### config.mk
export PLATFORM = sky130hd
export DESIGN_NAME = key_event_to_note_tracker
export DESIGN_NICKNAME = d
export VERILOG_FILES = /design/src/design/ketnt_pkg.sv /design/src/design/ketnt_table.sv /design/src/design/ketnt_ctrl.sv /design/src/design/key_event_to_note_tracker.sv
export SDC_FILE = /design/constraint.sdc
export NUM_CORES = 1
export LEC_CHECK = 0
export BUFFER_PORTS_ARGS = -buffer_cell sky130_fd_sc_hd__buf_4
export CAP_MARGIN = 20
export CORE_MARGIN = 2
export CORE_UTILIZATION = 60
export DETAILED_ROUTE_END_ITERATION = 16
export PLACE_DENSITY_LB_ADDON = 0.25
export SYNTH_ARGS = -nofsm -noshare
export SYNTH_HDL_FRONTEND = slang
export SYNTH_SLANG_ARGS = --single-unit
### constraint.sdc
create_clock -name clock -period 5 [get_ports clock]
set_input_delay 0.25 -clock clock [delete_from_list [all_inputs] [get_ports clock]]
set_output_delay 0.25 -clock clock [all_outputs]
set_load 0.005 [all_outputs]
### src/design/ketnt_pkg.sv
// Shared types, codes and constants for the key event to note tracker.
// No dependencies; all files but the macro header use its scoped names.
package ketnt_pkg;

   localparam int MAX_HELD = 8;
   localparam int IDX_W    = (MAX_HELD > 1) ? $clog2(MAX_HELD) : 1;
   localparam int CNT_W    = $clog2(MAX_HELD + 1);

   // result kinds
   localparam logic [1:0] KIND_NONE = 2'd0;
   localparam logic [1:0] KIND_ON   = 2'd1;
   localparam logic [1:0] KIND_OFF  = 2'd2;
   localparam logic [1:0] KIND_MENU = 2'd3;

   // menu keys
   localparam logic [1:0] MENU_UP   = 2'd0;
   localparam logic [1:0] MENU_DOWN = 2'd1;
   localparam logic [1:0] MENU_OK   = 2'd2;
   localparam logic [1:0] MENU_BACK = 2'd3;

   // HID usage codes with a fixed role
   localparam logic [7:0] KC_UP     = 8'h52;
   localparam logic [7:0] KC_DOWN   = 8'h51;
   localparam logic [7:0] KC_ENTER  = 8'h28;
   localparam logic [7:0] KC_ESCAPE = 8'h29;
   localparam logic [7:0] KC_BKSP   = 8'h2A;
   localparam logic [7:0] KC_LEFT   = 8'h50;
   localparam logic [7:0] KC_RIGHT  = 8'h4F;
   localparam logic [7:0] KC_SPACE  = 8'h2C;

   localparam logic signed [7:0] TRANS_MAX = 8'sd36;
   localparam logic signed [7:0] TRANS_MIN = -8'sd36;
   localparam logic signed [7:0] OCTAVE    = 8'sd12;
   localparam logic signed [8:0] NOTE_BASE = 9'sd60;
   localparam logic signed [8:0] NOTE_TOP  = 9'sd127;

   typedef struct packed {
      logic [7:0] hid_code;
      logic       pressed;
   } req_type;

   typedef struct packed {
      logic [1:0] event_kind;
      logic [6:0] note;
      logic [1:0] menu_key;
      logic       last;
   } rsp_type;

   typedef struct packed {
      logic [7:0] key_code;
      logic [6:0] note;
   } entry_type;

   typedef struct packed {
      logic             wr_en;
      logic [IDX_W-1:0] wr_addr;
      entry_type        wr_data;
      logic             rd_en;
      logic [IDX_W-1:0] rd_addr;
   } mem_req_type;

   typedef struct packed {
      logic       hit;
      logic [4:0] semi;
   } semi_type;

   // Keyboard layout: bottom row gives the lower octave, top row the upper.
   function automatic semi_type semi_lookup(input logic [7:0] code);
      semi_type r;
      r.hit  = 1'b1;
      r.semi = 5'd0;
      unique case (code)
         8'h1D: r.semi = 5'd0;
         8'h16: r.semi = 5'd1;
         8'h1B: r.semi = 5'd2;
         8'h07: r.semi = 5'd3;
         8'h06: r.semi = 5'd4;
         8'h19: r.semi = 5'd5;
         8'h0A: r.semi = 5'd6;
         8'h05: r.semi = 5'd7;
         8'h0B: r.semi = 5'd8;
         8'h11: r.semi = 5'd9;
         8'h0D: r.semi = 5'd10;
         8'h10: r.semi = 5'd11;
         8'h14: r.semi = 5'd12;
         8'h1F: r.semi = 5'd13;
         8'h1A: r.semi = 5'd14;
         8'h20: r.semi = 5'd15;
         8'h08: r.semi = 5'd16;
         8'h15: r.semi = 5'd17;
         8'h22: r.semi = 5'd18;
         8'h17: r.semi = 5'd19;
         8'h23: r.semi = 5'd20;
         8'h1C: r.semi = 5'd21;
         8'h24: r.semi = 5'd22;
         8'h18: r.semi = 5'd23;
         default: r.hit = 1'b0;
      endcase
      return r;
   endfunction

endpackage

### src/design/ketnt_table.sv
// Held-key table: one write port, one registered read port.
// Uses ketnt_pkg for the entry and request types.
module ketnt_table (
   input  logic                   clock,
   input  ketnt_pkg::mem_req_type mem_req,
   output ketnt_pkg::entry_type   rd_data
);

   ketnt_pkg::entry_type mem [ketnt_pkg::MAX_HELD];
   ketnt_pkg::entry_type rd_data_ff;

   always_ff @(posedge clock) begin
      if (mem_req.wr_en) begin
         mem[mem_req.wr_addr] <= mem_req.wr_data;
      end
      if (mem_req.rd_en) begin
         rd_data_ff <= mem[mem_req.rd_addr];
      end
   end

   assign rd_data = rd_data_ff;

endmodule

### src/design/ketnt_ctrl.sv
// Sequencer for the tracker: decodes a key beat, walks the held table one
// entry at a time and drives the result register. Uses ketnt_pkg.
module ketnt_ctrl (
   input  logic                   clock,
   input  logic                   reset,
   input  logic                   req_valid,
   output logic                   req_stall,
   input  ketnt_pkg::req_type     req_data,
   output logic                   rsp_valid,
   input  logic                   rsp_stall,
   output ketnt_pkg::rsp_type     rsp_data,
   input  logic                   csr_valid,
   output logic                   csr_ready,
   input  logic                   csr_wdata,
   output ketnt_pkg::mem_req_type mem_req,
   input  ketnt_pkg::entry_type   rd_data
);

   localparam logic [2:0] S_IDLE = 3'd0;
   localparam logic [2:0] S_RD   = 3'd1;
   localparam logic [2:0] S_CHK  = 3'd2;
   localparam logic [2:0] S_ADD  = 3'd3;
   localparam logic [2:0] S_MVRD = 3'd4;
   localparam logic [2:0] S_MVWR = 3'd5;
   localparam logic [2:0] S_EMIT = 3'd6;

   localparam logic [1:0] MODE_ALL   = 2'd0;
   localparam logic [1:0] MODE_PRESS = 2'd1;
   localparam logic [1:0] MODE_REL   = 2'd2;

   logic [2:0]                    state_ff, state_in;
   logic [1:0]                    mode_ff, mode_in;
   logic [ketnt_pkg::IDX_W-1:0]   idx_ff, idx_in;
   logic [ketnt_pkg::CNT_W-1:0]   count_ff, count_in;
   logic signed [6:0]             trans_ff, trans_in;
   logic                          enabled_ff, enabled_in;
   logic [7:0]                    code_ff, code_in;
   logic [6:0]                    note_ff, note_in;
   ketnt_pkg::rsp_type            pend_ff, pend_in;
   logic                          rsp_valid_ff, rsp_valid_in;
   ketnt_pkg::rsp_type            rsp_data_ff, rsp_data_in;

   ketnt_pkg::semi_type           semi;
   logic signed [7:0]             trans_wide, trans_up, trans_dn;
   logic signed [8:0]             note_sum;
   logic [6:0]                    note_clamped;
   logic                          idx_is_last;
   logic                          has_entries;
   logic                          not_full;
   ketnt_pkg::rsp_type            none_rsp;

   always_comb begin
      semi       = ketnt_pkg::semi_lookup(req_data.hid_code);
      trans_wide = $signed({trans_ff[6], trans_ff});
      trans_up   = trans_wide + ketnt_pkg::OCTAVE;
      trans_dn   = trans_wide - ketnt_pkg::OCTAVE;
      if (trans_up > ketnt_pkg::TRANS_MAX) begin
         trans_up = ketnt_pkg::TRANS_MAX;
      end
      if (trans_dn < ketnt_pkg::TRANS_MIN) begin
         trans_dn = ketnt_pkg::TRANS_MIN;
      end
      note_sum = ketnt_pkg::NOTE_BASE + $signed({4'b0000, semi.semi})
               + $signed({{2{trans_ff[6]}}, trans_ff});
      if (note_sum < 9'sd0) begin
         note_clamped = 7'd0;
      end else if (note_sum > ketnt_pkg::NOTE_TOP) begin
         note_clamped = 7'd127;
      end else begin
         note_clamped = note_sum[6:0];
      end
      idx_is_last = (ketnt_pkg::CNT_W'(idx_ff) + ketnt_pkg::CNT_W'(1)) == count_ff;
      has_entries = count_ff != '0;
      not_full    = count_ff < ketnt_pkg::CNT_W'(ketnt_pkg::MAX_HELD);
      none_rsp    = '{event_kind: ketnt_pkg::KIND_NONE, note: 7'd0,
                      menu_key: ketnt_pkg::MENU_UP, last: 1'b1};
   end

   always_comb begin
      state_in     = state_ff;
      mode_in      = mode_ff;
      idx_in       = idx_ff;
      count_in     = count_ff;
      trans_in     = trans_ff;
      code_in      = code_ff;
      note_in      = note_ff;
      pend_in      = pend_ff;
      rsp_valid_in = rsp_valid_ff & rsp_stall;
      rsp_data_in  = rsp_data_ff;
      enabled_in   = csr_valid ? csr_wdata : enabled_ff;
      mem_req      = '0;

      unique case (state_ff)
         S_IDLE: begin
            if (req_valid) begin
               code_in  = req_data.hid_code;
               note_in  = note_clamped;
               pend_in  = none_rsp;
               mode_in  = MODE_PRESS;
               idx_in   = '0;
               state_in = S_EMIT;
               case (req_data.hid_code) inside
                  ketnt_pkg::KC_UP: begin
                     if (req_data.pressed) begin
                        pend_in.event_kind = ketnt_pkg::KIND_MENU;
                        pend_in.menu_key   = ketnt_pkg::MENU_UP;
                     end
                  end
                  ketnt_pkg::KC_DOWN: begin
                     if (req_data.pressed) begin
                        pend_in.event_kind = ketnt_pkg::KIND_MENU;
                        pend_in.menu_key   = ketnt_pkg::MENU_DOWN;
                     end
                  end
                  ketnt_pkg::KC_ENTER: begin
                     if (req_data.pressed) begin
                        pend_in.event_kind = ketnt_pkg::KIND_MENU;
                        pend_in.menu_key   = ketnt_pkg::MENU_OK;
                     end
                  end
                  ketnt_pkg::KC_ESCAPE, ketnt_pkg::KC_BKSP: begin
                     if (req_data.pressed) begin
                        pend_in.event_kind = ketnt_pkg::KIND_MENU;
                        pend_in.menu_key   = ketnt_pkg::MENU_BACK;
                     end
                  end
                  ketnt_pkg::KC_LEFT: begin
                     if (req_data.pressed && trans_dn != trans_wide) begin
                        trans_in = trans_dn[6:0];
                        mode_in  = MODE_ALL;
                        if (has_entries) begin
                           state_in = S_RD;
                        end
                     end
                  end
                  ketnt_pkg::KC_RIGHT: begin
                     if (req_data.pressed && trans_up != trans_wide) begin
                        trans_in = trans_up[6:0];
                        mode_in  = MODE_ALL;
                        if (has_entries) begin
                           state_in = S_RD;
                        end
                     end
                  end
                  ketnt_pkg::KC_SPACE: begin
                     if (req_data.pressed) begin
                        mode_in = MODE_ALL;
                        if (has_entries) begin
                           state_in = S_RD;
                        end
                     end
                  end
                  default: begin
                     if (semi.hit && enabled_ff) begin
                        if (req_data.pressed) begin
                           if (not_full) begin
                              mode_in  = MODE_PRESS;
                              state_in = has_entries ? S_RD : S_ADD;
                           end
                        end else if (has_entries) begin
                           mode_in  = MODE_REL;
                           state_in = S_RD;
                        end
                     end
                  end
               endcase
            end
         end
         S_RD: begin
            mem_req.rd_en   = 1'b1;
            mem_req.rd_addr = idx_ff;
            state_in        = S_CHK;
         end
         S_CHK: begin
            case (mode_ff)
               MODE_ALL: begin
                  pend_in  = '{event_kind: ketnt_pkg::KIND_OFF, note: rd_data.note,
                               menu_key: ketnt_pkg::MENU_UP, last: idx_is_last};
                  state_in = S_EMIT;
               end
               MODE_PRESS: begin
                  if (rd_data.key_code == code_ff) begin
                     // key already sounding: drop the press
                     pend_in  = none_rsp;
                     state_in = S_EMIT;
                  end else if (idx_is_last) begin
                     state_in = S_ADD;
                  end else begin
                     idx_in   = idx_ff + ketnt_pkg::IDX_W'(1);
                     state_in = S_RD;
                  end
               end
               default: begin
                  if (rd_data.key_code == code_ff) begin
                     pend_in  = '{event_kind: ketnt_pkg::KIND_OFF, note: rd_data.note,
                                  menu_key: ketnt_pkg::MENU_UP, last: 1'b1};
                     count_in = count_ff - ketnt_pkg::CNT_W'(1);
                     state_in = S_MVRD;
                  end else if (idx_is_last) begin
                     pend_in  = none_rsp;
                     state_in = S_EMIT;
                  end else begin
                     idx_in   = idx_ff + ketnt_pkg::IDX_W'(1);
                     state_in = S_RD;
                  end
               end
            endcase
         end
         S_ADD: begin
            mem_req.wr_en            = 1'b1;
            mem_req.wr_addr          = count_ff[ketnt_pkg::IDX_W-1:0];
            mem_req.wr_data.key_code = code_ff;
            mem_req.wr_data.note     = note_ff;
            count_in = count_ff + ketnt_pkg::CNT_W'(1);
            pend_in  = '{event_kind: ketnt_pkg::KIND_ON, note: note_ff,
                         menu_key: ketnt_pkg::MENU_UP, last: 1'b1};
            state_in = S_EMIT;
         end
         S_MVRD: begin
            // count already points at the old last entry
            mem_req.rd_en   = 1'b1;
            mem_req.rd_addr = count_ff[ketnt_pkg::IDX_W-1:0];
            state_in        = S_MVWR;
         end
         S_MVWR: begin
            mem_req.wr_en   = 1'b1;
            mem_req.wr_addr = idx_ff;
            mem_req.wr_data = rd_data;
            state_in        = S_EMIT;
         end
         S_EMIT: begin
            if (!rsp_valid_ff || !rsp_stall) begin
               rsp_valid_in = 1'b1;
               rsp_data_in  = pend_ff;
               if (mode_ff == MODE_ALL && !pend_ff.last) begin
                  idx_in   = idx_ff + ketnt_pkg::IDX_W'(1);
                  state_in = S_RD;
               end else begin
                  if (mode_ff == MODE_ALL) begin
                     count_in = '0;
                  end
                  state_in = S_IDLE;
               end
            end
         end
         default: begin
            state_in = S_IDLE;
         end
      endcase
   end

   always_ff @(posedge clock) begin
      if (reset) begin
         state_ff     <= S_IDLE;
         mode_ff      <= MODE_PRESS;
         idx_ff       <= '0;
         count_ff     <= '0;
         trans_ff     <= '0;
         enabled_ff   <= 1'b1;
         rsp_valid_ff <= 1'b0;
      end else begin
         state_ff     <= state_in;
         mode_ff      <= mode_in;
         idx_ff       <= idx_in;
         count_ff     <= count_in;
         trans_ff     <= trans_in;
         enabled_ff   <= enabled_in;
         rsp_valid_ff <= rsp_valid_in;
      end
   end

   always_ff @(posedge clock) begin
      code_ff     <= code_in;
      note_ff     <= note_in;
      pend_ff     <= pend_in;
      rsp_data_ff <= rsp_data_in;
   end

   assign req_stall = state_ff != S_IDLE;
   assign rsp_valid = rsp_valid_ff;
   assign rsp_data  = rsp_data_ff;
   assign csr_ready = 1'b1;

endmodule

### src/design/key_event_to_note_tracker.sv
// Key event to note tracker: turns keyboard key beats into note-on, note-off
// and menu-key results. One key beat is taken at a time; req_stall stays high
// until its last result has been loaded into the output register. A menu key,
// an unmapped code, a note key while disabled, a press with the table full or
// a release of a non-note key gives a single result without the table. A note
// press searches the held entries for the key and adds it if it is not held.
// A note release searches up to the match, then moves the old last entry
// into the freed slot. A release-all (space, or a transpose change) gives
// a note-off for each held note, or a no-effect result with none held. The
// pace is set by the held-key table, read one entry at a time through its
// single registered read port; output stalls hold the sequencer in its emit
// state. The enable register is written through the csr port, which is
// always ready.
module key_event_to_note_tracker (
   input  logic               clock,
   input  logic               reset,
   input  logic               req_valid,
   output logic               req_stall,
   input  ketnt_pkg::req_type req_data,
   output logic               rsp_valid,
   input  logic               rsp_stall,
   output ketnt_pkg::rsp_type rsp_data,
   input  logic               csr_valid,
   output logic               csr_ready,
   input  logic               csr_wdata
);

   ketnt_pkg::mem_req_type mem_req;
   ketnt_pkg::entry_type   rd_data;

   ketnt_ctrl u_ctrl (
      .clock     (clock),
      .reset     (reset),
      .req_valid (req_valid),
      .req_stall (req_stall),
      .req_data  (req_data),
      .rsp_valid (rsp_valid),
      .rsp_stall (rsp_stall),
      .rsp_data  (rsp_data),
      .csr_valid (csr_valid),
      .csr_ready (csr_ready),
      .csr_wdata (csr_wdata),
      .mem_req   (mem_req),
      .rd_data   (rd_data)
   );

   ketnt_table u_table (
      .clock   (clock),
      .mem_req (mem_req),
      .rd_data (rd_data)
   );

endmodule

Yosys cells after proc, flatten, opt, wreduce, memory -nomap -nowiden
Memories as Yosys holds them, arrays and structs flattened. A register that Yosys moved wholly into a read port is not among the register bits.
Index checks and enable logic that the tools add are counted.
{"block": "totals", "regBits": 60, "ram_bits": 120, "inputBits": 15, "output_inout_bits": 15, "word_cells": 201, "mem_count": 1}
{"block": "op_classes", "add_sub_neg": 8, "order_cmp": 5, "n_eq_ne": 56, "mux": 81, "bitwise_logic": 5, "reduce_logical": 28}
{"memory": "u_table.mem", "words": 8, "word_bits": 15, "rd": 1, "rd_ports_with_merged_regs": 1, "write_ports": 1, "line": "ketnt_table.sv:9", "text": "ketnt_pkg::entry_type mem [ketnt_pkg::MAX_HELD];"}
{"operator": "$pmux 5 s23", "count": 1}
{"operator": "$eq 8x5->1 const B", "count": 13}
{"operator": "$mux 3", "count": 25}
{"operator": "$eq 8x6->1 const B", "count": 8}
{"operator": "$mux 12", "count": 4}
{"operator": "$mux 2", "count": 21}
{"operator": "$pmux 19 s2", "count": 1}
{"operator": "$pmux 12 s3", "count": 1}
{"operator": "$mux 7", "count": 5}
{"operator": "$eq 8x4->1 const B", "count": 4}
{"operator": "$eq 8x7->1 const B", "count": 4}
{"operator": "$eq 8x3->1 const B", "count": 3}
{"operator": "$pmux 12 s2", "count": 1}
{"operator": "$reduce_or 24->1", "count": 1}
{"operator": "$mux 4", "count": 5}
{"operator": "$pmux 3 s6", "count": 1}
{"operator": "$mux 8", "count": 2}
{"operator": "$ne 8x7->1", "count": 2}
{"operator": "$ne 2x2->1 const B", "count": 7}
{"operator": "$pmux 4 s3", "count": 1}
{"operator": "$reduce_bool 3->1", "count": 4}
{"operator": "$mux 1", "count": 10}
{"operator": "$add 8x7->9", "count": 1}
{"operator": "$eq 3x3->1 const B", "count": 3}
{"operator": "other kinds (38)", "count": 55}

Longest topological paths before layout
Gate-level depths: netlist of the first run.
{"block": "depth", "ltp_word": 14, "depth_mapped": 16, "depth_no_buf": 14}

Cells and area by module
From an unflattened synthesis of the first run, not the netlist that was laid out.
{"block": "hier_totals", "hier_cells": 714, "area_unflattened_um2": 9623.0}
{"mod": "ketnt_table", "n_inst": 1, "cells_per_inst": 201, "area_each_um2": 5123.7, "seq_area_each_um2": 4053.9}
{"mod": "ketnt_ctrl", "n_inst": 1, "cells_per_inst": 513, "area_each_um2": 4499.3, "seq_area_each_um2": 1591.5}

Worst setup path after synthesis of the first run
OpenSTA, ideal clock, no wires.
{"block": "synth_timing", "kind": "reg-to-reg", "startpoint": "reg u_ctrl.state_ff[1]", "endpoint": "mem u_table.mem[2][0] (netlist name), enable pin", "setup_time_ns": 0.431, "arrival_time_ns": 3.452, "t_required_ns": 4.569, "path_slack_ns": 1.116, "path_stages_with_launch": 10, "path_buffers": 3, "period_less_slack_ns": 3.884, "cell_sequence": "dfxtp_1 > clkbuf_1 > nor2b_1 > nand2_1 > inv_1 > buf_2 > buf_1 > ha_1 > a21oi_1 > nor4b_1"}
{"block": "synth_between", "elab_chain_len": 4, "word_cells_on_any_way": 5, "classes_between": "eq/ne (2); mux (3)"}
{"item": "start, declared", "line": "ketnt_ctrl.sv:31", "text": "logic [2:0] state_ff, state_in;"}
{"item": "start signal, assigned", "line": "ketnt_ctrl.sv:262", "text": "state_ff <= state_in;"}
{"item": "$eq 3x3->1 or $eq 3x2->1 (tied branches)", "line": "ketnt_ctrl.sv:93", "text": "unique case (state_ff)"}
{"item": "$pmux 19 s2 *", "line": "ketnt_ctrl.sv:93"}
{"item": "$mux 1", "line": "ketnt_table.sv:13", "text": "if (mem_req.wr_en) begin"}
{"item": "$mux 1 (not written as such)", "line": "ketnt_table.sv:14", "text": "mem[mem_req.wr_addr] <= mem_req.wr_data;"}
{"item": "end, declared", "line": "ketnt_table.sv:9"}
Every way passes the cells marked *; elsewhere a longest branch is shown, timed or not.

Final worst setup path of the first run
{"block": "layout_timing", "startpoint": "reg u_ctrl.state_ff[2]", "endpoint": "reg u_table.rd_data[10] (netlist name)"}
{"block": "layout_between", "elab_chain_len": 2, "word_cells_on_any_way": 3, "classes_between": "eq/ne (2); mux (1)"}
{"item": "$eq 3x3->1 or $eq 3x1->1 (tied branches)", "line": "ketnt_ctrl.sv:93"}
{"item": "$pmux 4 s2 *", "line": "ketnt_ctrl.sv:93"}
Marks and branches as above.
A chain may end at the register's enable or synchronous reset.

==> flow_results.xml, run 1 <==
<?xml version="1.0" encoding="UTF-8"?>
<metrics>
  <group name="layout">
    <metric name="area_growth_syn_to_layout" unit="%">10.39</metric>
    <metric name="layout-drive-gt1-share" unit="%">18.28</metric>
    <metric name="fillerInstances" unit="">1076</metric>
    <metric name="antennaDiodeCount" unit="">0</metric>
    <metric name="multi_input_comb_area" unit="µm²">3615</metric>
    <metric name="most_common_cell_after_layout_fill_and_taps_aside" unit="">sky130_fd_sc_hd__edfxtp_1</metric>
    <metric name="register_area" unit="µm²">5645</metric>
    <metric name="layout.cells.most_common_list" unit="">sky130_fd_sc_hd__edfxtp_1, sky130_fd_sc_hd__buf_4, sky130_fd_sc_hd__nor2_1</metric>
    <metric name="nets" unit="">757</metric>
    <metric name="final_cell_area" unit="µm²">10450</metric>
  </group>
  <group name="clocking">
    <metric name="cts_sinks" unit="">195</metric>
    <metric name="cts-root-to-sink-buffers" unit="">2</metric>
    <metric name="cts.root.buffer_cell" unit="">sky130_fd_sc_hd__clkbuf_16</metric>
    <metric name="postCtsResizedCells" unit="">0</metric>
    <metric name="clk_transition_reported_paths" unit="ns">0.07</metric>
    <metric name="cts_buffers" unit="">17</metric>
    <metric name="insertion_delay" unit="ns">0.44</metric>
    <metric name="tritoncts" unit="">yes</metric>
    <metric name="htree_levels" unit="">4</metric>
    <metric name="postcts_setup_bufs" unit="">0</metric>
    <metric name="cts_hold_repair.buffers" unit="">0</metric>
  </group>
  <group name="worst_setup_path">
    <metric name="crit_path_max_fanout" unit="">16</metric>
    <metric name="timing_worst_setup_path_type" unit="">reg2reg</metric>
    <metric name="worst_setup_ep" unit="">u_table.rd_data[10]</metric>
    <metric name="timing.critical_path.required" unit="ns">5.19</metric>
    <metric name="ff2ff_setup_slack" unit="ns">1.60</metric>
    <metric name="timing.rr.start" unit="">u_ctrl.state_ff[2]</metric>
    <metric name="worstPathArrival" unit="ns">3.59</metric>
    <metric name="setup.worst_path.start" unit="">u_ctrl.state_ff[2]</metric>
    <metric name="critical_path.startpoint_type" unit="">register</metric>
    <metric name="sequence_of_cells_on_the_critical_path" unit="">inv_2, nor2_1, a22oi_1, nor2_4, buf_4, mux4_2, mux2_2</metric>
    <metric name="rr_endpoint" unit="">u_table.rd_data[10]</metric>
    <metric name="crit_cells" unit="">7</metric>
    <metric name="worstPathBufferInverterCount" unit="">2</metric>
    <metric name="critPathMaxStageDelay" unit="ns">0.63</metric>
    <metric name="reg2regPathDepth" unit="">7</metric>
    <metric name="critPathTopFamily" unit="">simple AND/OR/NAND/NOR gates</metric>
    <metric name="end_kind" unit="">register</metric>
    <metric name="slowest_stage" unit="">sky130_fd_sc_hd__dfxtp_1</metric>
  </group>
  <group name="die">
    <metric name="fp.dieArea" unit="µm²">16800</metric>
    <metric name="num_rows" unit="">45</metric>
    <metric name="floorplan.die.width" unit="µm">129.6</metric>
    <metric name="die_height" unit="µm">129.6</metric>
    <metric name="initial_utilization" unit="%">61.81</metric>
    <metric name="boundaryPins" unit="">30</metric>
    <metric name="core_area" unit="µm²">15310</metric>
  </group>
  <group name="logic_synthesis">
    <metric name="synth-async-reset-ratio" unit="%">0</metric>
    <metric name="synthDistinctLibCells" unit="">76</metric>
    <metric name="post_synth_inst_count" unit="">702</metric>
    <metric name="syn_area_per_cell" unit="µm²">13.48</metric>
    <metric name="seq_area_frac_synth" unit="%">59.64</metric>
    <metric name="yosysWarnings" unit="">0</metric>
    <metric name="synth_enable_flop_cells" unit="">174</metric>
    <metric name="synth_fp_nets" unit="">738</metric>
    <metric name="syn-cell-area" unit="µm²">9465</metric>
    <metric name="most_instantiated_flip_flop_cell_in_the_synthesis_netlist" unit="">sky130_fd_sc_hd__edfxtp_1</metric>
    <metric name="ys_seq_elements" unit="">195</metric>
  </group>
  <group name="global_route">
    <metric name="global_route.overflow_total" unit="">0</metric>
    <metric name="grt_first_pass_wirelength" unit="mm">32.10</metric>
    <metric name="grt_usage" unit="%">25.74</metric>
    <metric name="pin_count_of_the_biggest_net_entering_global_routing" unit="">31</metric>
    <metric name="number_of_antenna_violations_at_the_first_check_in_global_routing" unit="">1</metric>
    <metric name="grt_pass1_vias" unit="">5920</metric>
  </group>
  <group name="worst_hold_path">
    <metric name="worst_hold_stages" unit="">2</metric>
    <metric name="min-delay-path-class" unit="">in2reg</metric>
  </group>
  <group name="sta">
    <metric name="setup_viol" unit="">0</metric>
    <metric name="slew_headroom" unit="%">29.67</metric>
    <metric name="fin_skew" unit="ns">0.01056</metric>
    <metric name="worst-slew-pin-transition" unit="ns">1.054</metric>
    <metric name="worst_hold_margin" unit="ns">0.03205</metric>
    <metric name="final_hold_viol_count" unit="">0</metric>
    <metric name="grt_setup_unrepaired" unit="">no</metric>
    <metric name="maxSlewViolCount" unit="">0</metric>
    <metric name="fmaxAchievable" unit="MHz">293.9</metric>
    <metric name="final.setup.tns" unit="ns">0</metric>
    <metric name="timing.final.crit_share" unit="%">68.06</metric>
    <metric name="time_the_worst_path_needs_with_i_o_delays_and_setup" unit="ns">3.403</metric>
  </group>
  <group name="outcome">
    <metric name="outcome" unit="">finished, final reports clean</metric>
  </group>
  <group name="power_and_ir_drop">
    <metric name="power.leakage" unit="nW">3.438</metric>
    <metric name="p_per_area" unit="nW/µm²">399.4</metric>
    <metric name="irDropWorstVdd" unit="mV">0.2702</metric>
  </group>
  <group name="routing">
    <metric name="wl_per_cell" unit="µm">21.67</metric>
    <metric name="drt_pre_antenna_iters" unit="">5</metric>
    <metric name="detailedRoute.firstIterationViolations" unit="">852</metric>
    <metric name="antenna_left" unit="">0</metric>
    <metric name="routed_via_density" unit="">6.575</metric>
    <metric name="routed_wl" unit="mm">20.46</metric>
    <metric name="routed-via-count" unit="">6207</metric>
    <metric name="remaining_drc_errors" unit="">0</metric>
  </group>
  <group name="placement">
    <metric name="buffer_ports.inserted" unit="">28</metric>
    <metric name="place_hpwl" unit="mm">13.44</metric>
    <metric name="placement.cell_area" unit="µm²">9907</metric>
    <metric name="final_estimated_routing_congestion_in_global_placement" unit="">0.8939</metric>
  </group>
  <group name="job">
    <metric name="maxCapViolations" unit="">0</metric>
  </group>
</metrics>
[layer usage]
metal  up-vias  share of wire, %  track usage [%]  wire length, µm
met5         -                 0                0                0
li1       2813                 -                -                -
met4         0               2.2            9.741              445
met2       278                48            40.75             9874
met1      3072                42            36.00             8644
met3        44               7.3            4.789             1493
[Yosys cell counts (7+ instances only)]
master	instances	area (µm²)
sky130_fd_sc_hd__edfxtp_1	174	5225
sky130_fd_sc_hd__nor2_1	42	157.7
sky130_fd_sc_hd__a21oi_1	31	155.2
sky130_fd_sc_hd__mux4_2	30	675.7
sky130_fd_sc_hd__o21ai_0	30	150.1
sky130_fd_sc_hd__nand2_1	28	105.1
sky130_fd_sc_hd__a22o_1	25	219.0
sky130_fd_sc_hd__clkbuf_1	22	82.58
sky130_fd_sc_hd__dfxtp_1	21	420.4
sky130_fd_sc_hd__ha_1	19	237.7
sky130_fd_sc_hd__inv_1	19	71.32
sky130_fd_sc_hd__mux2_2	15	168.9
sky130_fd_sc_hd__nor3_1	15	75.07
sky130_fd_sc_hd__nand3_1	14	70.07
sky130_fd_sc_hd__xor2_1	14	122.6
sky130_fd_sc_hd__nor2b_1	13	81.33
sky130_fd_sc_hd__buf_2	11	55.05
sky130_fd_sc_hd__o211ai_1	10	75.07
sky130_fd_sc_hd__a31oi_1	9	56.30
sky130_fd_sc_hd__a211oi_1	7	52.55
sky130_fd_sc_hd__a21o_1	7	52.55
sky130_fd_sc_hd__nor3b_1	7	52.55
sky130_fd_sc_hd__nor4b_1	7	61.31
sky130_fd_sc_hd__o21a_1	7	52.55
[power breakdown]
| group | total (mW) | internal, mW | switching, mW |
|---|---|---|---|
| Clock | 1.26 | 0.690 | 0.575 |
| Sequential | 2.18 | 2.02 | 0.157 |
| Combinational | 0.729 | 0.285 | 0.444 |
[flip-flops by register name, summed over array words and instances, names as in the netlist]
register and cells:
u_ctrl.enabled_ff 1, u_ctrl.code_ff 8, u_ctrl.count_ff 4, u_ctrl.idx_ff 3, u_table.mem 120, u_ctrl.rsp_data 12
u_ctrl.mode_ff 2, u_ctrl.trans_ff 7, u_ctrl.state_ff 3, u_ctrl.rsp_valid 1, u_table.rd_data 15, u_ctrl.pend_ff 12
u_ctrl.note_ff 7
[worst min-delay path by stage]
| stage | startpoint | end | slack [ns] |
|---|---|---|---|
| after CTS | csr_wdata | u_ctrl.enabled_ff | 0.02 |
| after global routing | csr_wdata | u_ctrl.enabled_ff | 0.03 |
| after floorplan | req_data[1] | u_ctrl.code_ff[0] | 0.35 |
| final | csr_wdata | u_ctrl.enabled_ff | 0.03 |
| after global placement | u_ctrl.pend_ff[4] | u_ctrl.rsp_data[4] | 0.40 |
| after detailed placement | u_ctrl.pend_ff[9] | u_ctrl.rsp_data[9] | 0.40 |
[stage by stage]
stage | cells | total power, mW | util, % | setup slack [ns]
final | 944 | 4.173 | 68.23 | 1.597
after global routing | 944 | 4.344 | 68.23 | 1.380
after global placement | 913 | 2.887 | 64.69 | 1.381
after floorplan | 702 | 2.669 | - | 1.116
after detailed placement | 913 | 2.932 | 64.69 | 1.283
after CTS | 944 | 4.179 | 68.23 | 1.560
[kinds of logic after synthesis]
family / synth area share (%)
DFF: 59.64
and+or+nand+nor: 10.68
AOI/OAI and AO/OA: 13.09
buffers and inverters: 2.617
muxes: 9.240
adders and majority gates: 2.935
xor gates and xnor gates: 1.758
other: 0.03962
[area by class of cell]
type | instances | area share [%]
Clock buffer | 21 | 4.215
Clock inverter | 10 | 0.9699
Inverter | 20 | 0.7185
Tap cell | 211 | 2.527
Timing Repair Buffer | 41 | 2.946
Sequential cell | 195 | 54.03
Multi-Input combinational cell | 446 | 34.59
Note: power is estimated with default switching activity, not from simulation.
==> inputs of run 2 (changes only) <==
--- a/config.mk
+++ b/config.mk
@@ -5,10 +5,11 @@
 export SDC_FILE = /design/constraint.sdc
 export NUM_CORES = 1
 export LEC_CHECK = 0
+export ABC_AREA = 1
 export BUFFER_PORTS_ARGS = -buffer_cell sky130_fd_sc_hd__buf_4
 export CAP_MARGIN = 20
 export CORE_MARGIN = 2
-export CORE_UTILIZATION = 60
+export CORE_UTILIZATION = 56
 export DETAILED_ROUTE_END_ITERATION = 16
 export PLACE_DENSITY_LB_ADDON = 0.25
 export SYNTH_ARGS = -nofsm -noshare
==> constraint.sdc (replaced) <==
create_clock -name clock -period 2.95 [get_ports clock]
set_input_delay 0.1475 -clock clock [delete_from_list [all_inputs] [get_ports clock]]
set_output_delay 0.1475 -clock clock [all_outputs]
set_load 0.005 [all_outputs]
==> flow_results.xml, run 2 <==
<?xml version="1.0" encoding="UTF-8"?>
<metrics>
  <group name="worst_setup_path">
    <metric name="crit_path_max_fanout" unit="">8</metric>
    <metric name="timing.critical_path.required" unit="ns">3.11</metric>
    <metric name="critical_path.startpoint_type" unit="">primary input</metric>
    <metric name="end_kind" unit="">register</metric>
    <metric name="reg2regPathDepth" unit="">11</metric>
    <metric name="critPathMaxStageDelay" unit="ns">0.30</metric>
    <metric name="setup.worst_path.start" unit="">req_data[3]</metric>
    <metric name="slowest_stage" unit="">sky130_fd_sc_hd__ha_1</metric>
    <metric name="ff2ff_setup_slack" unit="ns">0.22</metric>
    <metric name="worstPathArrival" unit="ns">2.95</metric>
    <metric name="sequence_of_cells_on_the_critical_path" unit="">buf_4, nor2_2, buf_4, nand2_1, o21ai_1, nor4_4, ha_1, ha_1, inv_1, ha_1, nand2_1, nand2_1, a21oi_2, o21bai_2, or2_2, o211ai_1, a21oi_1</metric>
    <metric name="worst_setup_ep" unit="">u_ctrl.note_ff[3]</metric>
    <metric name="timing_worst_setup_path_type" unit="">in2reg</metric>
    <metric name="rr_endpoint" unit="">u_ctrl.count_ff[3]</metric>
    <metric name="timing.rr.start" unit="">u_ctrl.state_ff[2]</metric>
  </group>
  <group name="logic_synthesis">
    <metric name="yosysWarnings" unit="">0</metric>
    <metric name="top_post_synthesis_cells_by_count" unit="">sky130_fd_sc_hd__edfxtp_1, sky130_fd_sc_hd__nor2_1, sky130_fd_sc_hd__nand2_1, sky130_fd_sc_hd__o21ai_0, sky130_fd_sc_hd__inv_1</metric>
    <metric name="synth-async-reset-ratio" unit="%">0</metric>
    <metric name="synthDominantAreaCellType" unit="">sky130_fd_sc_hd__edfxtp_1</metric>
    <metric name="synth_fp_nets" unit="">935</metric>
    <metric name="synth_enable_flop_cells" unit="">174</metric>
    <metric name="syn-cell-area" unit="µm²">9253</metric>
    <metric name="most_instantiated_flip_flop_cell_in_the_synthesis_netlist" unit="">sky130_fd_sc_hd__edfxtp_1</metric>
    <metric name="seq_area_frac_synth" unit="%">61.01</metric>
    <metric name="post_synth_inst_count" unit="">899</metric>
    <metric name="syn_area_per_cell" unit="µm²">10.29</metric>
    <metric name="yosysMostFrequentCell" unit="">sky130_fd_sc_hd__edfxtp_1</metric>
    <metric name="synthDistinctLibCells" unit="">41</metric>
    <metric name="yosys.area.top_type_share" unit="%">56.47</metric>
    <metric name="ys_seq_elements" unit="">195</metric>
    <metric name="synthTopCellsByArea" unit="">sky130_fd_sc_hd__edfxtp_1, sky130_fd_sc_hd__nor2_1, sky130_fd_sc_hd__nand2_1</metric>
  </group>
  <group name="clocking">
    <metric name="cts_sinks" unit="">195</metric>
    <metric name="tritoncts" unit="">yes</metric>
    <metric name="htree_levels" unit="">4</metric>
    <metric name="cts_buffers" unit="">17</metric>
    <metric name="insertion_delay" unit="ns">0.44</metric>
    <metric name="clk_transition_reported_paths" unit="ns">0.07</metric>
    <metric name="cts.root.buffer_cell" unit="">sky130_fd_sc_hd__clkbuf_16</metric>
    <metric name="cts-root-to-sink-buffers" unit="">2</metric>
  </group>
  <group name="die">
    <metric name="floorplan.die.width" unit="µm">132.5</metric>
    <metric name="fp.dieArea" unit="µm²">17570</metric>
    <metric name="initial_utilization" unit="%">57.83</metric>
    <metric name="core_area" unit="µm²">16000</metric>
    <metric name="num_rows" unit="">46</metric>
    <metric name="die_height" unit="µm">132.5</metric>
    <metric name="boundaryPins" unit="">30</metric>
  </group>
  <group name="placement">
    <metric name="final_estimated_routing_congestion_in_global_placement" unit="">0.9524</metric>
    <metric name="buffer_ports.inserted" unit="">28</metric>
    <metric name="place_hpwl" unit="mm">14.04</metric>
    <metric name="placement.cell_area" unit="µm²">10240</metric>
  </group>
  <group name="global_route">
    <metric name="global_route.overflow_total" unit="">0</metric>
    <metric name="grt_first_pass_wirelength" unit="mm">34.06</metric>
    <metric name="grt_usage" unit="%">25.20</metric>
    <metric name="pin_count_of_the_biggest_net_entering_global_routing" unit="">61</metric>
    <metric name="grt_pass1_vias" unit="">6791</metric>
    <metric name="number_of_antenna_violations_at_the_first_check_in_global_routing" unit="">0</metric>
  </group>
  <group name="sta">
    <metric name="maxSlewViolCount" unit="">0</metric>
    <metric name="setup_viol" unit="">0</metric>
    <metric name="final_hold_viol_count" unit="">0</metric>
    <metric name="time_the_worst_path_needs_with_i_o_delays_and_setup" unit="ns">2.788</metric>
    <metric name="worst-slew-pin-transition" unit="ns">0.7360</metric>
    <metric name="fmaxAchievable" unit="MHz">358.7</metric>
    <metric name="slew_headroom" unit="%">50.48</metric>
    <metric name="timing.final.crit_share" unit="%">94.50</metric>
    <metric name="fin_skew" unit="ns">0.01394</metric>
  </group>
  <group name="routing">
    <metric name="drt_pre_antenna_iters" unit="">5</metric>
    <metric name="remaining_drc_errors" unit="">0</metric>
    <metric name="routed_wl" unit="mm">21.57</metric>
    <metric name="antenna_left" unit="">0</metric>
    <metric name="routed-via-count" unit="">7027</metric>
    <metric name="routed_via_density" unit="">5.704</metric>
    <metric name="wl_per_cell" unit="µm">17.51</metric>
    <metric name="detailedRoute.firstIterationViolations" unit="">677</metric>
  </group>
  <group name="power_and_ir_drop">
    <metric name="p_per_area" unit="nW/µm²">739.3</metric>
    <metric name="irDropWorstVdd" unit="mV">0.6986</metric>
    <metric name="clock_power_share" unit="%">29.2</metric>
    <metric name="netSwitchingFraction" unit="%">32.36</metric>
    <metric name="power.total" unit="mW">8.108</metric>
    <metric name="seq_power_share" unit="%">46.5</metric>
    <metric name="pwr-share-comb" unit="%">24.3</metric>
    <metric name="intPower" unit="mW">5.484</metric>
    <metric name="total_switching_power" unit="mW">2.624</metric>
    <metric name="power.leakage" unit="nW">4.300</metric>
  </group>
  <group name="layout">
    <metric name="antennaDiodeCount" unit="">0</metric>
    <metric name="layout.cells.most_common_list" unit="">sky130_fd_sc_hd__edfxtp_1, sky130_fd_sc_hd__nor2_1, sky130_fd_sc_hd__nand2_1</metric>
    <metric name="final_cell_area" unit="µm²">10970</metric>
    <metric name="area_growth_syn_to_layout" unit="%">18.53</metric>
    <metric name="layout-drive-gt1-share" unit="%">18.31</metric>
    <metric name="most_common_cell_after_layout_fill_and_taps_aside" unit="">sky130_fd_sc_hd__edfxtp_1</metric>
    <metric name="largest_reg_flops" unit="">120</metric>
    <metric name="nets" unit="">1039</metric>
    <metric name="largest-register" unit="">u_table.mem</metric>
  </group>
  <group name="worst_hold_path">
    <metric name="worst_hold_stages" unit="">3</metric>
    <metric name="min-delay-path-class" unit="">in2reg</metric>
  </group>
  <group name="job">
    <metric name="maxCapViolations" unit="">0</metric>
  </group>
  <group name="outcome">
    <metric name="outcome" unit="">finished, final reports clean</metric>
  </group>
</metrics>
-- run 2: changes by cell type after synthesis, moves of 8 or more --
cell / before / now
sky130_fd_sc_hd__o21bai_1: 4 / 20
sky130_fd_sc_hd__nor2_2: 0 / 9
sky130_fd_sc_hd__a22o_1: 25 / 0
sky130_fd_sc_hd__nor2_1: 42 / 138
sky130_fd_sc_hd__mux4_2: 30 / 0
sky130_fd_sc_hd__inv_1: 19 / 80
sky130_fd_sc_hd__o22ai_1: 3 / 33
sky130_fd_sc_hd__o21ai_0: 30 / 84
sky130_fd_sc_hd__nor2b_1: 13 / 0
sky130_fd_sc_hd__clkbuf_1: 22 / 14
sky130_fd_sc_hd__nand2_1: 28 / 122
sky130_fd_sc_hd__mux2_2: 15 / 0
sky130_fd_sc_hd__inv_2: 1 / 12
-- run 2: kinds of logic after synthesis --
group	Yosys count	share of synthesized area, %
adders and majority gates	21	3.002
AOI/OAI and AO/OA	218	14.06
DFF	195	61.01
buffers and inverters	120	5.098
and+or+nand+nor	324	14.89
xor gates and xnor gates	20	1.893
other	1	0.04053
-- run 2: metal layers --
layer | GRT usage [%] | vias up | wire [µm]
met1 | 31.92 | 3350 | 9050
met3 | 4.981 | 51 | 1271
met4 | 10.45 | 0 | 539
met5 | 0 | - | 0
li1 | - | 3368 | -
met2 | 42.60 | 258 | 10710
-- run 2: area by class of cell --
| type | instances | area [µm²] |
|---|---|---|
| Timing Repair Buffer | 112 | 895.9 |
| Clock buffer | 17 | 425.4 |
| Tap cell | 216 | 270.3 |
| Inverter | 93 | 349.1 |
| Clock inverter | 15 | 192.7 |
| Sequential cell | 195 | 5645 |
| Fill cell | 1208 | 5034 |
| Multi-Input combinational cell | 584 | 3188 |
-- run 2: power groups by stage --
stage,registers (mW),logic (mW),clock network (mW)
global route,3.80,2.20,2.51
floorplan,3.72,1.35,0
detailed placement,3.82,1.92,0
global placement,3.80,1.87,0
CTS,3.76,1.95,2.39
finish,3.77,1.97,2.36
-- run 2: worst min path at each step --
stage / start / end / slack, ns
final: rsp_stall / u_ctrl.rsp_valid / 0.02
after global routing: rsp_stall / u_ctrl.rsp_valid / 0.01
after CTS: rsp_stall / u_ctrl.rsp_valid / 0.01
after detailed placement: csr_valid / u_ctrl.enabled_ff / 0.36
after global placement: csr_valid / u_ctrl.enabled_ff / 0.34
after floorplan: reset / u_ctrl.count_ff[0] / 0.23
-- run 2: critical path, delay by kind of cell --
family / cells / cell delay, ns
fa+ha+maj: 3 / 0.79
buf+inv: 3 / 0.34
compound gates: 5 / 0.91
simple gates: 6 / 0.76
-- run 2: what timing repair did --
| item | CTS | global route |
|---|---|---|
| setup buffers | 0 | 1 |
| hold buffers | 7 | 0 |
| resized for setup | 0 | 11 |
| endpoints found under the hold margin | 15 | 0 |
| endpoints found under the setup margin | 0 | 7 |
-- run 2: stage by stage --
stage	hold slack (ns)	util [%]	worst slack, ns	TNS, ns	instances
floorplan	0.2260	-	0.02069	0	899
global placement	0.3385	63.98	-0.2842	-1.976	1193
detailed placement	0.3564	63.98	-0.3655	-2.497	1193
CTS	0.009931	68.28	0.03416	0	1232
global route	0.01448	68.54	-0.05201	-0.2937	1232
finish	0.02237	68.54	0.1622	0	1232
==> inputs of run 3 (changes only) <==
--- a/config.mk
+++ b/config.mk
@@ -9,7 +9,7 @@
 export BUFFER_PORTS_ARGS = -buffer_cell sky130_fd_sc_hd__buf_4
 export CAP_MARGIN = 20
 export CORE_MARGIN = 2
-export CORE_UTILIZATION = 56
+export CORE_UTILIZATION = 38
 export DETAILED_ROUTE_END_ITERATION = 16
 export PLACE_DENSITY_LB_ADDON = 0.25
 export SYNTH_ARGS = -nofsm -noshare
==> flow_results.xml, run 3 (synthesis results as in run 2) <==
<?xml version="1.0" encoding="UTF-8"?>
<metrics>
  <group name="placement">
    <metric name="final_estimated_routing_congestion_in_global_placement" unit="">0.8583</metric>
    <metric name="buffer_ports.inserted" unit="">28</metric>
    <metric name="place_hpwl" unit="mm">14.69</metric>
  </group>
  <group name="power_and_ir_drop">
    <metric name="power.leakage" unit="nW">4.268</metric>
    <metric name="pwr-share-comb" unit="%">25.2</metric>
    <metric name="seq_power_share" unit="%">47.7</metric>
    <metric name="total_switching_power" unit="mW">2.529</metric>
    <metric name="intPower" unit="mW">5.303</metric>
    <metric name="p_per_area" unit="nW/µm²">706.3</metric>
    <metric name="clock_power_share" unit="%">27.1</metric>
    <metric name="netSwitchingFraction" unit="%">32.29</metric>
    <metric name="irDropWorstVdd" unit="mV">0.3453</metric>
  </group>
  <group name="sta">
    <metric name="worst_hold_margin" unit="ns">0.03511</metric>
    <metric name="maxSlewViolCount" unit="">0</metric>
    <metric name="fin_skew" unit="ns">0.01660</metric>
    <metric name="fmaxAchievable" unit="MHz">365.7</metric>
    <metric name="setup_viol" unit="">0</metric>
    <metric name="final.setup.tns" unit="ns">0</metric>
    <metric name="final_hold_viol_count" unit="">0</metric>
    <metric name="slew_headroom" unit="%">41.01</metric>
    <metric name="timing.final.crit_share" unit="%">92.70</metric>
    <metric name="worst-slew-pin-transition" unit="ns">0.8847</metric>
    <metric name="time_the_worst_path_needs_with_i_o_delays_and_setup" unit="ns">2.735</metric>
  </group>
  <group name="global_route">
    <metric name="pin_count_of_the_biggest_net_entering_global_routing" unit="">61</metric>
    <metric name="number_of_antenna_violations_at_the_first_check_in_global_routing" unit="">0</metric>
    <metric name="grt_first_pass_wirelength" unit="mm">34.69</metric>
    <metric name="global_route.overflow_total" unit="">0</metric>
    <metric name="grt_usage" unit="%">17.45</metric>
    <metric name="grt_pass1_vias" unit="">6402</metric>
  </group>
  <group name="layout">
    <metric name="area_growth_syn_to_layout" unit="%">19.84</metric>
    <metric name="most_common_cell_after_layout_fill_and_taps_aside" unit="">sky130_fd_sc_hd__edfxtp_1</metric>
    <metric name="largest-register" unit="">u_table.mem</metric>
    <metric name="layout.cells.most_common_list" unit="">sky130_fd_sc_hd__edfxtp_1, sky130_fd_sc_hd__nor2_1, sky130_fd_sc_hd__nand2_1</metric>
    <metric name="multi_input_comb_area" unit="µm²">3228</metric>
    <metric name="nets" unit="">1036</metric>
    <metric name="fillerInstances" unit="">2263</metric>
    <metric name="utilization" unit="%">46.00</metric>
    <metric name="largest_reg_flops" unit="">120</metric>
    <metric name="register_area" unit="µm²">5645</metric>
    <metric name="layout-drive-gt1-share" unit="%">18.79</metric>
    <metric name="antennaDiodeCount" unit="">0</metric>
  </group>
  <group name="routing">
    <metric name="routed_wl" unit="mm">21.50</metric>
    <metric name="wl_per_cell" unit="µm">16.11</metric>
    <metric name="routed_via_density" unit="">5.026</metric>
    <metric name="routed-via-count" unit="">6710</metric>
    <metric name="remaining_drc_errors" unit="">0</metric>
    <metric name="antenna_left" unit="">0</metric>
    <metric name="drt_pre_antenna_iters" unit="">5</metric>
    <metric name="detailedRoute.firstIterationViolations" unit="">394</metric>
  </group>
  <group name="worst_hold_path">
    <metric name="min-delay-path-class" unit="">in2reg</metric>
    <metric name="worst_hold_stages" unit="">2</metric>
    <metric name="holdCritStartpoint" unit="">req_data[1]</metric>
    <metric name="worstHoldEndpoint" unit="">u_ctrl.code_ff[0]</metric>
  </group>
  <group name="worst_setup_path">
    <metric name="critical_path.startpoint_type" unit="">primary input</metric>
    <metric name="crit_path_max_fanout" unit="">7</metric>
    <metric name="rr_endpoint" unit="">u_table.rd_data[9]</metric>
    <metric name="slowest_stage" unit="">sky130_fd_sc_hd__fa_2</metric>
    <metric name="reg2regPathDepth" unit="">10</metric>
    <metric name="sequence_of_cells_on_the_critical_path" unit="">buf_4, buf_4, nand2_1, nor2_2, a21oi_2, o2111a_1, nand3_1, ha_2, fa_2, a21oi_2, o21bai_1, nand2_1, nand2_1, a21oi_2, o21bai_1, or2_2, o211ai_1, a21oi_1</metric>
    <metric name="worstPathArrival" unit="ns">2.89</metric>
    <metric name="ff2ff_setup_slack" unit="ns">0.38</metric>
    <metric name="critPathMaxStageDelay" unit="ns">0.37</metric>
    <metric name="timing.critical_path.required" unit="ns">3.10</metric>
    <metric name="timing_worst_setup_path_type" unit="">in2reg</metric>
    <metric name="timing.rr.start" unit="">u_ctrl.state_ff[2]</metric>
    <metric name="end_kind" unit="">register</metric>
  </group>
  <group name="clocking">
    <metric name="tritoncts" unit="">yes</metric>
    <metric name="htree_levels" unit="">4</metric>
    <metric name="cts-root-to-sink-buffers" unit="">2</metric>
    <metric name="insertion_delay" unit="ns">0.44</metric>
    <metric name="cts_buffers" unit="">17</metric>
    <metric name="cts.root.buffer_cell" unit="">sky130_fd_sc_hd__clkbuf_16</metric>
    <metric name="cts_sinks" unit="">195</metric>
    <metric name="clk_transition_reported_paths" unit="ns">0.07</metric>
  </group>
  <group name="die">
    <metric name="initial_utilization" unit="%">38.38</metric>
    <metric name="num_rows" unit="">57</metric>
    <metric name="boundaryPins" unit="">30</metric>
    <metric name="core_area" unit="µm²">24110</metric>
    <metric name="fp.dieArea" unit="µm²">25610</metric>
    <metric name="die_height" unit="µm">160.0</metric>
    <metric name="floorplan.die.width" unit="µm">160.0</metric>
  </group>
  <group name="job">
    <metric name="maxCapViolations" unit="">0</metric>
  </group>
  <group name="outcome">
    <metric name="outcome" unit="">finished, final reports clean</metric>
  </group>
</metrics>
run 3: changes by cell type in the layout (fill, tap and decap cells not counted), sizes merged:
cell	change
clkinv	-4
buf	-2
bufinv	-2
inv	+2
clkbuf	+1
clkinvlp	+1
dlygate4sd3	-1
run 3: layer usage:
metal | vias up | GRT usage, % | routed length [µm]
li1 | 3355 | - | -
met1 | 3206 | 24.43 | 10420
met2 | 136 | 28.24 | 9988
met3 | 13 | 3.247 | 921
met4 | 0 | 4.259 | 174
met5 | - | 0 | 0
run 3: metrics by stage:
step	instances	instance area [µm²]	setup WS, ns	total power, mW
after floorplan	899	9253	0.02069	5.067
after global placement	1296	10400	-0.2647	5.744
after detailed placement	1296	10400	-0.4108	5.759
after CTS	1332	10980	0.04230	7.878
after global routing	1335	11090	-0.03788	8.297
final	1335	11090	0.2154	7.832
run 3: final cells by class:
class                   count  area share, %
inverters                  93          3.148
clock inverters            12         0.8802
multi-input cells         584          29.11
repair buffers            109          8.418
clock buffers              18          3.870
well taps                 324          3.656
flip-flops and latches    195          50.91
run 3: power groups by stage:
stage	Clock (mW)	Sequential, mW	Combinational (mW)
after detailed placement	0	3.79	1.97
after global routing	2.27	3.77	2.26
final	2.12	3.73	1.98
after CTS	2.16	3.73	1.98
after global placement	0	3.79	1.95
after floorplan	0	3.72	1.35
run 3: what timing repair did:
action | 4_1_cts | 5_1_grt
endpoints found under the hold margin | 13 | 0
gates resized for setup | 0 | 23
endpoints found under the setup margin | 0 | 7
buffers inserted | 0 | 3
hold buffers | 6 | 0
run 3: worst max-delay path by stage:
stage	startpoint	to
CTS	req_data[1]	u_ctrl.note_ff[1]
finish	req_data[2]	u_ctrl.note_ff[2]
floorplan	req_data[1]	u_ctrl.note_ff[0]
detailed placement	req_data[1]	u_ctrl.note_ff[2]
global route	req_data[6]	u_ctrl.note_ff[5]
global placement	req_data[1]	u_ctrl.note_ff[2]
run 3: worst max-delay path, delay by kind of cell:
| family | cells | cell delay (ns) |
|---|---|---|
| AO/OA/AOI/OAI | 8 | 1.18 |
| adder cells (fa/ha/maj) | 2 | 0.60 |
| AND/OR/NAND/NOR | 6 | 0.70 |
| buffers and inverters | 2 | 0.28 |
